--- config.mk ---
export PLATFORM = sky130hd
export DESIGN_NAME = playfair_digraph_encrypt
export DESIGN_NICKNAME = d
export VERILOG_FILES = /design/src/rtl/pf_pkg.sv /design/src/rtl/pf_fifo.sv /design/src/rtl/pf_front.sv /design/src/rtl/pf_back.sv /design/src/rtl/playfair_digraph_encrypt.sv
export SDC_FILE = /design/constraint.sdc
export NUM_CORES = 1
export LEC_CHECK = 0
export BUFFER_PORTS_ARGS = -buffer_cell sky130_fd_sc_hd__buf_2
export CAP_MARGIN = 20
export CORE_MARGIN = 2
export CORE_UTILIZATION = 40
export CTS_CLUSTER_SIZE = 8
export DETAILED_ROUTE_END_ITERATION = 8
export HOLD_SLACK_MARGIN = 0.06
export PLACE_DENSITY = 0.52
export SLEW_MARGIN = 10
export SYNTH_ARGS = -nofsm -noshare
export SYNTH_HDL_FRONTEND = slang
export SYNTH_SLANG_ARGS = --single-unit
--- constraint.sdc ---
create_clock -name clk -period 4.2 [get_ports clk]
set_clock_uncertainty 0.2 [all_clocks]
set_input_delay 1.05 -clock clk [delete_from_list [all_inputs] [get_ports clk]]
set_output_delay 1.05 -clock clk [all_outputs]
set_load 0.005 [all_outputs]
--- src/rtl/pf_pkg.sv ---
// Shared types and constants for the Playfair digraph encryptor.
package pf_pkg;

  localparam int LW    = 5;          // letter code width
  localparam int SIDE  = 5;          // key square side
  localparam int CW    = 3;          // row / column index width
  localparam int RW    = SIDE * LW;  // key row width
  localparam int IDX_W = 3;          // configuration index width

  localparam logic [LW-1:0] CODE_X = 5'd23;
  localparam logic [LW-1:0] CODE_I = 5'd8;
  localparam logic [LW-1:0] CODE_J = 5'd9;

  localparam logic [IDX_W-1:0] REG_KEY_ROW0 = 3'd0;
  localparam logic [IDX_W-1:0] REG_KEY_ROW1 = 3'd1;
  localparam logic [IDX_W-1:0] REG_KEY_ROW2 = 3'd2;
  localparam logic [IDX_W-1:0] REG_KEY_ROW3 = 3'd3;
  localparam logic [IDX_W-1:0] REG_KEY_ROW4 = 3'd4;

  localparam int JOB_DEPTH_DEF = 4;
  localparam int OUT_DEPTH_DEF = 4;

  typedef logic [LW-1:0] letter_t;
  typedef logic [CW-1:0] coord_t;
  typedef logic [SIDE-1:0][RW-1:0] key_t;

  // One queued job: pair (a, b); when two is set a second pair (a, X) follows.
  typedef struct packed {
    letter_t a;
    letter_t b;
    logic    two;
  } job_t;

  typedef struct packed {
    letter_t ch;
    logic    last;
    logic    miss;
  } res_t;

  function automatic coord_t inc_wrap(input coord_t x);
    return (x == coord_t'(SIDE - 1)) ? coord_t'(0) : coord_t'(x + coord_t'(1));
  endfunction

endpackage

--- src/rtl/pf_fifo.sv ---
// Small synchronous queue used between pipeline parts.
module pf_fifo import pf_pkg::*; #(
  parameter int WIDTH = 1,
  parameter int DEPTH = JOB_DEPTH_DEF
) (
  input  logic             clk,
  input  logic             rst_n,
  input  logic             push,
  input  logic [WIDTH-1:0] wdata,
  output logic             full,
  input  logic             pop,
  output logic [WIDTH-1:0] rdata,
  output logic             empty
);

  localparam int PW = (DEPTH > 1) ? $clog2(DEPTH) : 1;
  localparam int NW = $clog2(DEPTH + 1);

  logic [WIDTH-1:0] mem_r [DEPTH];
  logic [PW-1:0]    wp_r, wp_nxt, rp_r, rp_nxt;
  logic [NW-1:0]    cnt_r, cnt_nxt;
  logic             do_push, do_pop;

  assign full    = (cnt_r == NW'(DEPTH));
  assign empty   = (cnt_r == '0);
  assign do_push = push && !full;
  assign do_pop  = pop && !empty;
  assign rdata   = mem_r[rp_r];

  always_comb begin
    wp_nxt  = wp_r;
    rp_nxt  = rp_r;
    cnt_nxt = cnt_r;
    if (do_push) begin
      wp_nxt = (wp_r == PW'(DEPTH - 1)) ? '0 : PW'(wp_r + PW'(1));
    end
    if (do_pop) begin
      rp_nxt = (rp_r == PW'(DEPTH - 1)) ? '0 : PW'(rp_r + PW'(1));
    end
    if (do_push && !do_pop) begin
      cnt_nxt = NW'(cnt_r + NW'(1));
    end else if (do_pop && !do_push) begin
      cnt_nxt = NW'(cnt_r - NW'(1));
    end
  end

  always_ff @(posedge clk) begin
    if (!rst_n) begin
      wp_r  <= '0;
      rp_r  <= '0;
      cnt_r <= '0;
    end else begin
      wp_r  <= wp_nxt;
      rp_r  <= rp_nxt;
      cnt_r <= cnt_nxt;
    end
  end

  always_ff @(posedge clk) begin
    if (do_push) begin
      mem_r[wp_r] <= wdata;
    end
  end

endmodule

--- src/rtl/pf_front.sv ---
// Front end: folds J to I, pairs letters and queues digraph jobs.
module pf_front import pf_pkg::*; (
  input  logic    clk,
  input  logic    rst_n,
  input  logic    in_push,
  input  letter_t in_letter,
  input  logic    in_message_end,
  input  logic    q_full,
  output logic    q_push,
  output job_t    q_job
);

  logic    pend_vld_r, pend_vld_nxt;
  letter_t pend_r, pend_nxt;
  letter_t lf;
  logic    accept;

  assign lf     = (in_letter == CODE_J) ? CODE_I : in_letter;
  assign accept = in_push && !q_full;

  always_comb begin
    pend_vld_nxt = pend_vld_r;
    pend_nxt     = pend_r;
    q_push       = 1'b0;
    q_job        = '{a: lf, b: CODE_X, two: 1'b0};
    if (accept) begin
      if (pend_vld_r && (pend_r == lf)) begin
        // doubled letter: pad with X, second copy starts the next pair
        q_push       = 1'b1;
        q_job.two    = in_message_end;
        pend_vld_nxt = !in_message_end;
        pend_nxt     = in_message_end ? '0 : lf;
      end else if (pend_vld_r) begin
        q_push       = 1'b1;
        q_job.a      = pend_r;
        q_job.b      = lf;
        pend_vld_nxt = 1'b0;
        pend_nxt     = '0;
      end else if (in_message_end) begin
        // lone final letter: pad with X
        q_push = 1'b1;
      end else begin
        pend_vld_nxt = 1'b1;
        pend_nxt     = lf;
      end
    end
  end

  always_ff @(posedge clk) begin
    if (!rst_n) begin
      pend_vld_r <= 1'b0;
      pend_r     <= '0;
    end else begin
      pend_vld_r <= pend_vld_nxt;
      pend_r     <= pend_nxt;
    end
  end

endmodule

--- src/rtl/pf_back.sv ---
// Back end: locates each pair in the key square and emits two cipher letters.
module pf_back import pf_pkg::*; (
  input  logic clk,
  input  logic rst_n,
  input  key_t key,
  input  logic jq_empty,
  input  job_t jq_job,
  output logic jq_pop,
  input  logic oq_full,
  output logic oq_push,
  output res_t oq_res
);

  // pair stage
  logic    sel_r, sel_nxt;
  logic    p_vld_r, p_vld_nxt;
  letter_t p_a_r, p_b_r;
  logic    p_last_r;
  // substitution stage
  logic    l_vld_r, l_vld_nxt, l_half_r, l_half_nxt;
  coord_t  l_ra_r, l_ca_r, l_rb_r, l_cb_r;
  logic    l_miss_r, l_last_r;

  logic    p_take, l_take, l_done, p_load;
  logic    fa, fb;
  coord_t  ra, ca, rb, cb, na_r, na_c, nb_r, nb_c;
  coord_t  o_r, o_c;

  assign oq_push = l_vld_r && !oq_full;
  assign l_done  = oq_push && l_half_r;
  assign l_take  = !l_vld_r || l_done;
  assign p_take  = !p_vld_r || l_take;
  assign p_load  = !jq_empty && p_take;
  assign jq_pop  = p_load && (sel_r || !jq_job.two);

  // search the square; the last match in row-major order wins
  always_comb begin
    fa = 1'b0;
    fb = 1'b0;
    ra = '0;
    ca = '0;
    rb = '0;
    cb = '0;
    for (int r = 0; r < SIDE; r++) begin
      for (int c = 0; c < SIDE; c++) begin
        if (key[r][c*LW +: LW] == p_a_r) begin
          fa = 1'b1;
          ra = coord_t'(r);
          ca = coord_t'(c);
        end
        if (key[r][c*LW +: LW] == p_b_r) begin
          fb = 1'b1;
          rb = coord_t'(r);
          cb = coord_t'(c);
        end
      end
    end
  end

  always_comb begin
    na_r = ra;
    na_c = ca;
    nb_r = rb;
    nb_c = cb;
    if (ra == rb) begin
      na_c = inc_wrap(ca);
      nb_c = inc_wrap(cb);
    end else if (ca == cb) begin
      na_r = inc_wrap(ra);
      nb_r = inc_wrap(rb);
    end else begin
      na_c = cb;
      nb_c = ca;
    end
  end

  always_comb begin
    sel_nxt = sel_r;
    p_vld_nxt = p_vld_r;
    if (p_take) begin
      p_vld_nxt = p_load;
      if (p_load) begin
        sel_nxt = jq_job.two && !sel_r;
      end
    end
    l_vld_nxt  = l_vld_r;
    l_half_nxt = l_half_r;
    if (oq_push) begin
      l_half_nxt = !l_half_r;
    end
    if (l_take) begin
      l_vld_nxt  = p_vld_r;
      l_half_nxt = 1'b0;
    end
  end

  always_ff @(posedge clk) begin
    if (!rst_n) begin
      sel_r    <= 1'b0;
      p_vld_r  <= 1'b0;
      l_vld_r  <= 1'b0;
      l_half_r <= 1'b0;
    end else begin
      sel_r    <= sel_nxt;
      p_vld_r  <= p_vld_nxt;
      l_vld_r  <= l_vld_nxt;
      l_half_r <= l_half_nxt;
    end
  end

  always_ff @(posedge clk) begin
    if (p_load) begin
      p_a_r    <= jq_job.a;
      p_b_r    <= sel_r ? CODE_X : jq_job.b;
      p_last_r <= sel_r || !jq_job.two;
    end
    if (l_take && p_vld_r) begin
      l_ra_r   <= na_r;
      l_ca_r   <= na_c;
      l_rb_r   <= nb_r;
      l_cb_r   <= nb_c;
      l_miss_r <= !(fa && fb);
      l_last_r <= p_last_r;
    end
  end

  assign o_r = l_half_r ? l_rb_r : l_ra_r;
  assign o_c = l_half_r ? l_cb_r : l_ca_r;

  always_comb begin
    oq_res.ch   = l_miss_r ? letter_t'(0) : key[o_r][o_c*LW +: LW];
    oq_res.last = l_half_r && l_last_r;
    oq_res.miss = l_miss_r;
  end

endmodule

--- src/rtl/playfair_digraph_encrypt.sv ---
// Top level of the Playfair digraph encryptor.
//
//   channel | ports                                        | transfer when
//   --------+----------------------------------------------+--------------------
//   input   | in_push, in_full, in_letter, in_message_end  | in_push & !in_full
//   result  | out_pop, out_empty, out_cipher_letter,       | out_pop & !out_empty
//           | out_run_last, out_not_in_square              |
//   config  | cfg_we, cfg_index, cfg_wdata                 | cfg_we
//
// The substitution stage emits the two cipher letters of each pair one after
// the other, so an item yields zero, two or four result letters. A result
// passes through the job queue, the pair stage, the substitution stage and
// the output queue.
// Reset clears the key rows, the held letter and both queues.
// Input stalls only when the job queue is full; result stalls back up
// through the output queue into the substitution stage.
module playfair_digraph_encrypt import pf_pkg::*; #(
  parameter int JOB_DEPTH = JOB_DEPTH_DEF,
  parameter int OUT_DEPTH = OUT_DEPTH_DEF
) (
  input  logic             clk,
  input  logic             rst_n,
  // input channel
  input  logic             in_push,
  output logic             in_full,
  input  logic [LW-1:0]    in_letter,
  input  logic             in_message_end,
  // result channel
  output logic             out_empty,
  input  logic             out_pop,
  output logic [LW-1:0]    out_cipher_letter,
  output logic             out_run_last,
  output logic             out_not_in_square,
  // configuration
  input  logic             cfg_we,
  input  logic [IDX_W-1:0] cfg_index,
  input  logic [RW-1:0]    cfg_wdata
);

  key_t key_r;
  logic jq_push, jq_full, jq_pop, jq_empty;
  job_t jq_wjob, jq_rjob;
  logic oq_push, oq_full;
  res_t oq_wres, oq_rres;

  // Key square rows; writes to indexes past the last row are dropped.
  always_ff @(posedge clk) begin
    if (!rst_n) begin
      key_r <= '0;
    end else if (cfg_we) begin
      unique case (cfg_index)
        REG_KEY_ROW0: key_r[0] <= cfg_wdata;
        REG_KEY_ROW1: key_r[1] <= cfg_wdata;
        REG_KEY_ROW2: key_r[2] <= cfg_wdata;
        REG_KEY_ROW3: key_r[3] <= cfg_wdata;
        REG_KEY_ROW4: key_r[4] <= cfg_wdata;
        default: ;
      endcase
    end
  end

  // Front: pair up letters, queue one job per completed item.
  pf_front u_front (
    .clk            (clk),
    .rst_n          (rst_n),
    .in_push        (in_push),
    .in_letter      (in_letter),
    .in_message_end (in_message_end),
    .q_full         (jq_full),
    .q_push         (jq_push),
    .q_job          (jq_wjob)
  );

  assign in_full = jq_full;

  // Job queue decouples pairing from substitution.
  pf_fifo #(
    .WIDTH ($bits(job_t)),
    .DEPTH (JOB_DEPTH)
  ) u_job_q (
    .clk   (clk),
    .rst_n (rst_n),
    .push  (jq_push),
    .wdata (jq_wjob),
    .full  (jq_full),
    .pop   (jq_pop),
    .rdata (jq_rjob),
    .empty (jq_empty)
  );

  // Back: locate and substitute, one cipher letter per cycle while the output queue is not full.
  pf_back u_back (
    .clk      (clk),
    .rst_n    (rst_n),
    .key      (key_r),
    .jq_empty (jq_empty),
    .jq_job   (jq_rjob),
    .jq_pop   (jq_pop),
    .oq_full  (oq_full),
    .oq_push  (oq_push),
    .oq_res   (oq_wres)
  );

  // Output queue holds finished results until popped.
  pf_fifo #(
    .WIDTH ($bits(res_t)),
    .DEPTH (OUT_DEPTH)
  ) u_out_q (
    .clk   (clk),
    .rst_n (rst_n),
    .push  (oq_push),
    .wdata (oq_wres),
    .full  (oq_full),
    .pop   (out_pop),
    .rdata (oq_rres),
    .empty (out_empty)
  );

  assign out_cipher_letter = oq_rres.ch;
  assign out_run_last      = oq_rres.last;
  assign out_not_in_square = oq_rres.miss;

endmodule

**Word level (Yosys, flattened, before mapping)**

Memory sizes are Yosys's and may differ from the RTL's. A register that Yosys moved wholly into a read port is not among the register bits.
Index checks and enable logic that the tools add are counted.
W data, S select, Z words.

- Register bits: 174
- Bits in latches: 0
- RAM bits: 72
- Bits in read-only memories: 0
- Bits of input ports: 39
- Word-level logic and storage cells: 349
- Memories: 2

- $add $sub $neg: 12
- $mul: 1
- Div/mod/pow operators: 0
- Magnitude comparators: 1
- Eq/ne operators: 69
- Shift operators: 1
- Multiplexer cells: 187
- Bitwise logic cells: 1
- Reductions and logical operators: 49

Memory list:

| memory | words | bits a word | read ports | clocked after Yosys merged registers in | wr ports | RTL line | RTL |
|---|---|---|---|---|---|---|---|
| u_job_q.mem_r | 4 | 11 | 1 | 1 | 1 | pf_fifo.sv:19 | `logic [WIDTH-1:0] mem_r [DEPTH];` |
| u_out_q.mem_r | 4 | 7 | 1 | 1 | 1 | pf_fifo.sv:19 |  |

Operator list:

| operator | count |
|---|---|
| $eq A5 B5 Y1 | 51 |
| $mux W3 | 74 |
| $bmux W25 S3 | 1 |
| $mux W1 | 74 |
| $mux W2 | 28 |
| $mux W5 | 6 |
| $mux W25 | 1 |
| $shiftx A25 B7 Y5 | 1 |
| $eq A3 B3 Y1 const B | 7 |
| $mux W10 | 2 |
| $add A3 B1 Y3 const B | 6 |
| $logic_and A1 B1 Y1 | 18 |
| $logic_not A1 Y1 | 15 |
| $reduce_and A2 Y1 | 7 |
| $mux W11 | 1 |
| $logic_not A3 Y1 | 3 |
| $add A2 B1 Y2 const B | 4 |
| $eq A2 B2 Y1 const B | 4 |
| $eq A3 B2 Y1 const B | 2 |
| $eq A3 B3 Y1 | 2 |
| $mul A3 B3 Y6 const B | 1 |
| $sub A3 B1 Y3 const B | 2 |
| $eq A5 B4 Y1 const B | 1 |
| $lt A3 B4 Y1 const B | 1 |
| other kinds (6) | 9 |

**Depth between registers and ports, before layout**

- Depth after elaboration: 28
- Mapped depth: 15

**Hierarchy**

From an unflattened synthesis, not the netlist that was laid out.

- Cell total of the unflattened synthesis: 1400
- Area total of the unflattened synthesis: 15288.4 µm²

By module, submodules not included:

| module | times used | cells each | area an instance (µm²) | sequential area each (µm²) |
|---|---|---|---|---|
| pf_back | 1 | 715 | 6600.1 | 830.8 |
| playfair_digraph_encrypt | 1 | 437 | 4642.0 | 2502.4 |
| pf_fifo at u_job_q | 1 | 108 | 2060.7 | 1501.4 |
| pf_fifo at u_out_q | 1 | 88 | 1492.7 | 1021.0 |
| pf_front | 1 | 52 | 493.0 | 120.1 |

**Worst setup path after synthesis**

Ideal clock, no wire load.

- Path kind: register -> register
- From: register u_back.p_a_r[4]
- To: register u_back.l_ra_r[0], data pin
- Arrival time: 2821 ps
- Required time: 3738 ps
- Path slack: 917 ps
- Cell stages (with the launch flop): 14
- Buffers on the path: 3
- Clock period less this slack: 3283 ps
- Cells stage by stage: edfxtp_1 -> buf_6 -> buf_8 -> buf_6 -> xnor2_1 -> nand3_1 -> nor3_4 -> inv_1 -> a311oi_1 -> o21ai_2 -> xnor2_1 -> a222oi_1 -> nand2_2 -> mux2_1

- Word-level cells in the longest chain between the ends: 28

RTL lines:

| what | RTL line | RTL |
|---|---|---|
| start: declaration | pf_back.sv:17 | `letter_t p_a_r, p_b_r;` |
| start signal: assignment | pf_back.sv:113 | `p_a_r <= jq_job.a;` |
| $eq A5 B5 Y1 | pf_back.sv:46 | `if (key[r][c*LW +: LW] == p_a_r) begin` |
| $mux W1 | pf_back.sv:46 |  |
| $mux W3 (23 in series) | pf_back.sv:46 |  |
| $eq A3 B3 Y1 | pf_back.sv:68 | `end else if (ca == cb) begin` |
| $mux W3 | pf_back.sv:68 |  |
| $mux W3 * | pf_back.sv:65 | `if (ra == rb) begin` |
| via u_back.na_r[0] | pf_back.sv:26 | `coord_t ra, ca, rb, cb, na_r, na_c, nb_r, nb_c;` |
| end signal: assignment | pf_back.sv:118 | `l_ra_r <= na_r;` |
| end: declaration | pf_back.sv:21 | `coord_t l_ra_r, l_ca_r, l_rb_r, l_cb_r;` |

The timed path passes the listed nets; every way through them passes the cells marked *.
A chain may end at the register's enable or synchronous reset.

**Final worst setup path**

- From: register u_back.p_b_r[4]
- To: register u_back.l_ra_r[1], data pin

- Word-level cells in the longest chain between the ends: 28

RTL lines:

| what | RTL line | RTL |
|---|---|---|
| start: declaration | pf_back.sv:17 |  |
| start signal: assignment | pf_back.sv:114 | `p_b_r <= sel_r ? CODE_X : jq_job.b;` |
| $eq A5 B5 Y1 | pf_back.sv:51 | `if (key[r][c*LW +: LW] == p_b_r) begin` |
| $mux W1 | pf_back.sv:51 |  |
| $mux W3 (23 in series) | pf_back.sv:51 |  |
| $eq A3 B3 Y1 | pf_back.sv:68 |  |
| $mux W3 | pf_back.sv:68 |  |
| $mux W3 * | pf_back.sv:65 |  |
| via u_back.na_r[1] | pf_back.sv:26 |  |

Marks and branches as above.

==> metrics.md <==
| Metric | Value |
|---|---|
| Status | `finished, final reports clean` |
| IO buf count | `between 40 and 50` |
| CTS tree | `yes` |
| Startpoint Class | `flop` |
| Post-synth EDFFs | `a little under 100` |
| Drc violations | `0` |
| Drt pass-1 iters | `5` |
| WHS Path Cells | `0` |
| Clock buffer depth | `3` |
| Wire length after detailed routing | `between 40,000 and 50,000 um` |
| CORE AREA | `roughly 0.037 mm^2` |
| Util after Layout | `45.7%` |
| Post_cts resized | `0` |
| Minimum clock period | `around 3.8 ns` |
| Final setup TNS | `0 ns` |
| CTS root buffer | `clkbuf_16` |
| Worst-margin pin slew | `1.01 ns` |
| Synth unique cells | `84` |
| Max frequency | `~260 MHz` |
| Initial Util | `between 40% and 50%` |
| Initial antenna violation count | `1` |
| Clock H-tree levels | `2` |
| Post-route clock period utilization | `90.7%` |
| Synth Register Bits | `250` |
| Vias | `between 10,000 and 15,000` |
| Main synth FF type | `dfxtp_1` |
| Die area | `0.0385 mm^2` |
| IO Pins | `between 40 and 50` |
| Commonest non-fill, non-tap cells in the layout | `nand2_1 (305), dfxtp_1 (153), xor2_1 (132)` |
| Row cnt | `70` |
| WP data required | `around 4.3 ns` |
| TritonCTS buffer count | `37` |
| Reg2Reg Depth | `12` |
| Largest net degree at the start of global routing | `79` |
| Die width | `between 150 and 200 um` |
| Clock transition at path regs | `about 0.050 ns` |
| Die Y | `between 150 and 200 um` |
| Fillers | `roughly 3,500` |
| Post-route cell area | `0.0167 mm^2` |
| Max FO, Critical Path | `22` |
| Vias in the first global route | `about 11,000` |
| DR iter-0 viols | `about 940` |
| Via density per instance | `~5.5` |
| Synthesized area | `roughly 0.015 mm^2` |
| WL/cell | `21.5 um` |
| Max-slew violation count | `0` |
| Setup CP Type | `reg -> reg` |
| Worst VDD drop | `~320 uV` |
| DP Area | `approximately 0.016 mm^2` |
| Max Cap Viol | `0` |
| Routed Antenna Nets | `0` |
| Syn. warnings | `0` |
| CTS Sinks | `250` |
| # setup viols final | `0` |
| Nets | `1,623` |
| Commonest non-fill, non-tap cell in the layout | `nand2_1` |
| GP Congestion | `about 0.97` |
| Setup bufs post-CTS | `0` |
| Ys async rst share | `0%` |
| PD cells | `between 600 and 700 mW/mm^2` |
| Gr usage total | `between 20% and 30%` |
| Share of layout cells above drive strength 1 | `around 14%` |
| Gr ovfl total | `0` |
| Worst hold slack | `between 0.2 and 0.25 ns` |
| First-pass GRT wire length | `67,500 um` |
| Dpl hpwl | `around 32,000 um` |
| Cell count after synthesis | `1,507` |
| Critical path arrival | `3.88 ns` |
| LEAKAGE | `between 0.005 and 0.006 uW` |
| Hold WC Path Type | `reg -> reg` |
| Post-synthesis sequential area ratio | `40.4%` |
| Syn Nets | `between 1,500 and 2,000` |
| # hold bufs at CTS | `0` |
| CP Capture Type | `flop` |
| Slew HR | `a little under a third` |
| Multi-input combinational cell area | `approximately 0.008 mm^2` |
| Worst-Skew Late Latency | `0.54 ns` |
| Layout area overhead | `12.9%` |
| Syn avg cell area | `~10 um^2` |
| RSZ-0062 raised after global routing | `no` |
| FF/Latch Area | `roughly 0.0060 mm^2` |
| Final Hold Vio Count | `0` |
-- sequential cells by signal (all words and copies together) (netlist names), named ones only --
register            count
key_r                 125
u_job_q.mem_r          44
u_out_q.mem_r          28
u_back.p_a_r            5
u_back.p_b_r            5
u_front.pend_r          5
u_back.l_ca_r           3
u_back.l_cb_r           3
u_back.l_ra_r           3
u_back.l_rb_r           3
u_job_q.cnt_r           3
u_out_q.cnt_r           3
u_job_q.rp_r            2
u_job_q.wp_r            2
u_out_q.rp_r            2
u_out_q.wp_r            2
u_back.l_half_r         1
u_back.l_last_r         1
u_back.l_miss_r         1
u_back.l_vld_r          1
u_back.p_last_r         1
u_back.p_vld_r          1
u_back.sel_r            1
u_front.pend_vld_r      1
-- path summary, 6_finish.rpt --
| kind | start | endpoint | slack, ns |
|---|---|---|---|
| hold / removal | u_back.p_last_r$_DFFE_PP_ | u_back.l_last_r$_DFFE_PP_ | 0.24 |
| setup reg to reg | u_back.p_b_r[4]$_SDFFCE_PP1P_ | u_back.l_ra_r[1]$_DFFE_PP_ | 0.39 |
| setup / recovery | u_back.p_b_r[4]$_SDFFCE_PP1P_ | u_back.l_ra_r[1]$_DFFE_PP_ | 0.39 |
| hold reg to reg | u_back.p_last_r$_DFFE_PP_ | u_back.l_last_r$_DFFE_PP_ | 0.24 |
-- layer usage --
layer	wire, um	GRT usage (%)
met3	2240	3.06
met2	19700	36.2
met1	20800	33.1
met5	0	0
met4	1400	8.22
-- layout make-up --
cell class | count | area share [%]
clock inverter | 3 | 0.247
inverter | 22 | 0.495
timing repair buffer | 105 | 4.56
antenna | 1 | 0.0150
multi-input combinational | 1146 | 49.2
tap | 468 | 3.51
clock buffer | 58 | 6.21
sequential | 250 | 35.8
-- kinds of logic (layout without fill, tap and decap cells) --
family                     after synthesis  count (layout)  synth area share [%]
other                                    0               1                     0
xor gates and xnor gates               263             263                  15.7
and+or+nand+nor                        549             549                  17.2
AOI/OAI and AO/OA                      235             235                  11.5
muxes                                   77              77                  8.94
adders and majority gates               22              22                  1.96
buffers and inverters                  111             188                  4.33
DFF                                    250             250                  40.4
-- per-stage QoR --
| stage | setup WS, ns | std cells | power (uW) |
|---|---|---|---|
| floorplan | 0.917 | 1507 | 6400 |
| detailed placement | 0.443 | 1991 | 7450 |
| global placement | 0.450 | 1990 | 7410 |
| finish | 0.390 | 2053 | 10200 |
| CTS | 0.433 | 2052 | 10300 |
| global route | 0.110 | 2052 | 10800 |
-- worst max-delay path: stages (launching register included) --
cell,delay [ns]
edfxtp_1,0.50
buf_12,0.23
xnor2_1,0.15
nand3_1,0.08
nor3_1,0.10
nor4_1,0.54
o211ai_1,0.19
a211o_1,0.41
xnor2_1,0.17
a222oi_1,0.33
buf_4,0.18
nand2_2,0.10
mux2_1,0.34
-- where the power goes --
group | switching (uW) | total, uW | internal [uW] | leakage [uW]
sequential | 278 | 3170 | 2890 | 0.00210
clock | 1080 | 2770 | 1690 | 0.000519
combinational | 2380 | 4250 | 1870 | 0.00337
-- cell usage after synthesis, drive strengths merged, types with 3 or more instances --
library cell	count	area, um^2
nand2b	8	50.1
dfxtp	153	3060
a311oi	4	35.0
clkbuf	54	203
o21ai	16	83.8
or2	6	37.5
a21oi	29	145
o211ai	4	35.0
o31ai	5	37.5
nor4	6	52.6
inv	22	82.6
a22oi	5	37.5
mux2	11	124
nand4	6	37.5
mux2i	23	230
and2	19	119
or3	3	18.8
a21boi	131	983
buf	35	355
nor2b	20	125
nor2	33	124
ha	20	250
a31oi	5	31.3
mux4	43	968
and3	16	105
o22ai	6	37.5
nand2	306	1150
a211oi	5	37.5
xnor2	130	1150
nor3	58	327
xor2	133	1170
nand3	55	275
edfxtp	97	2910
Note: power is estimated with default switching activity, not from simulation.
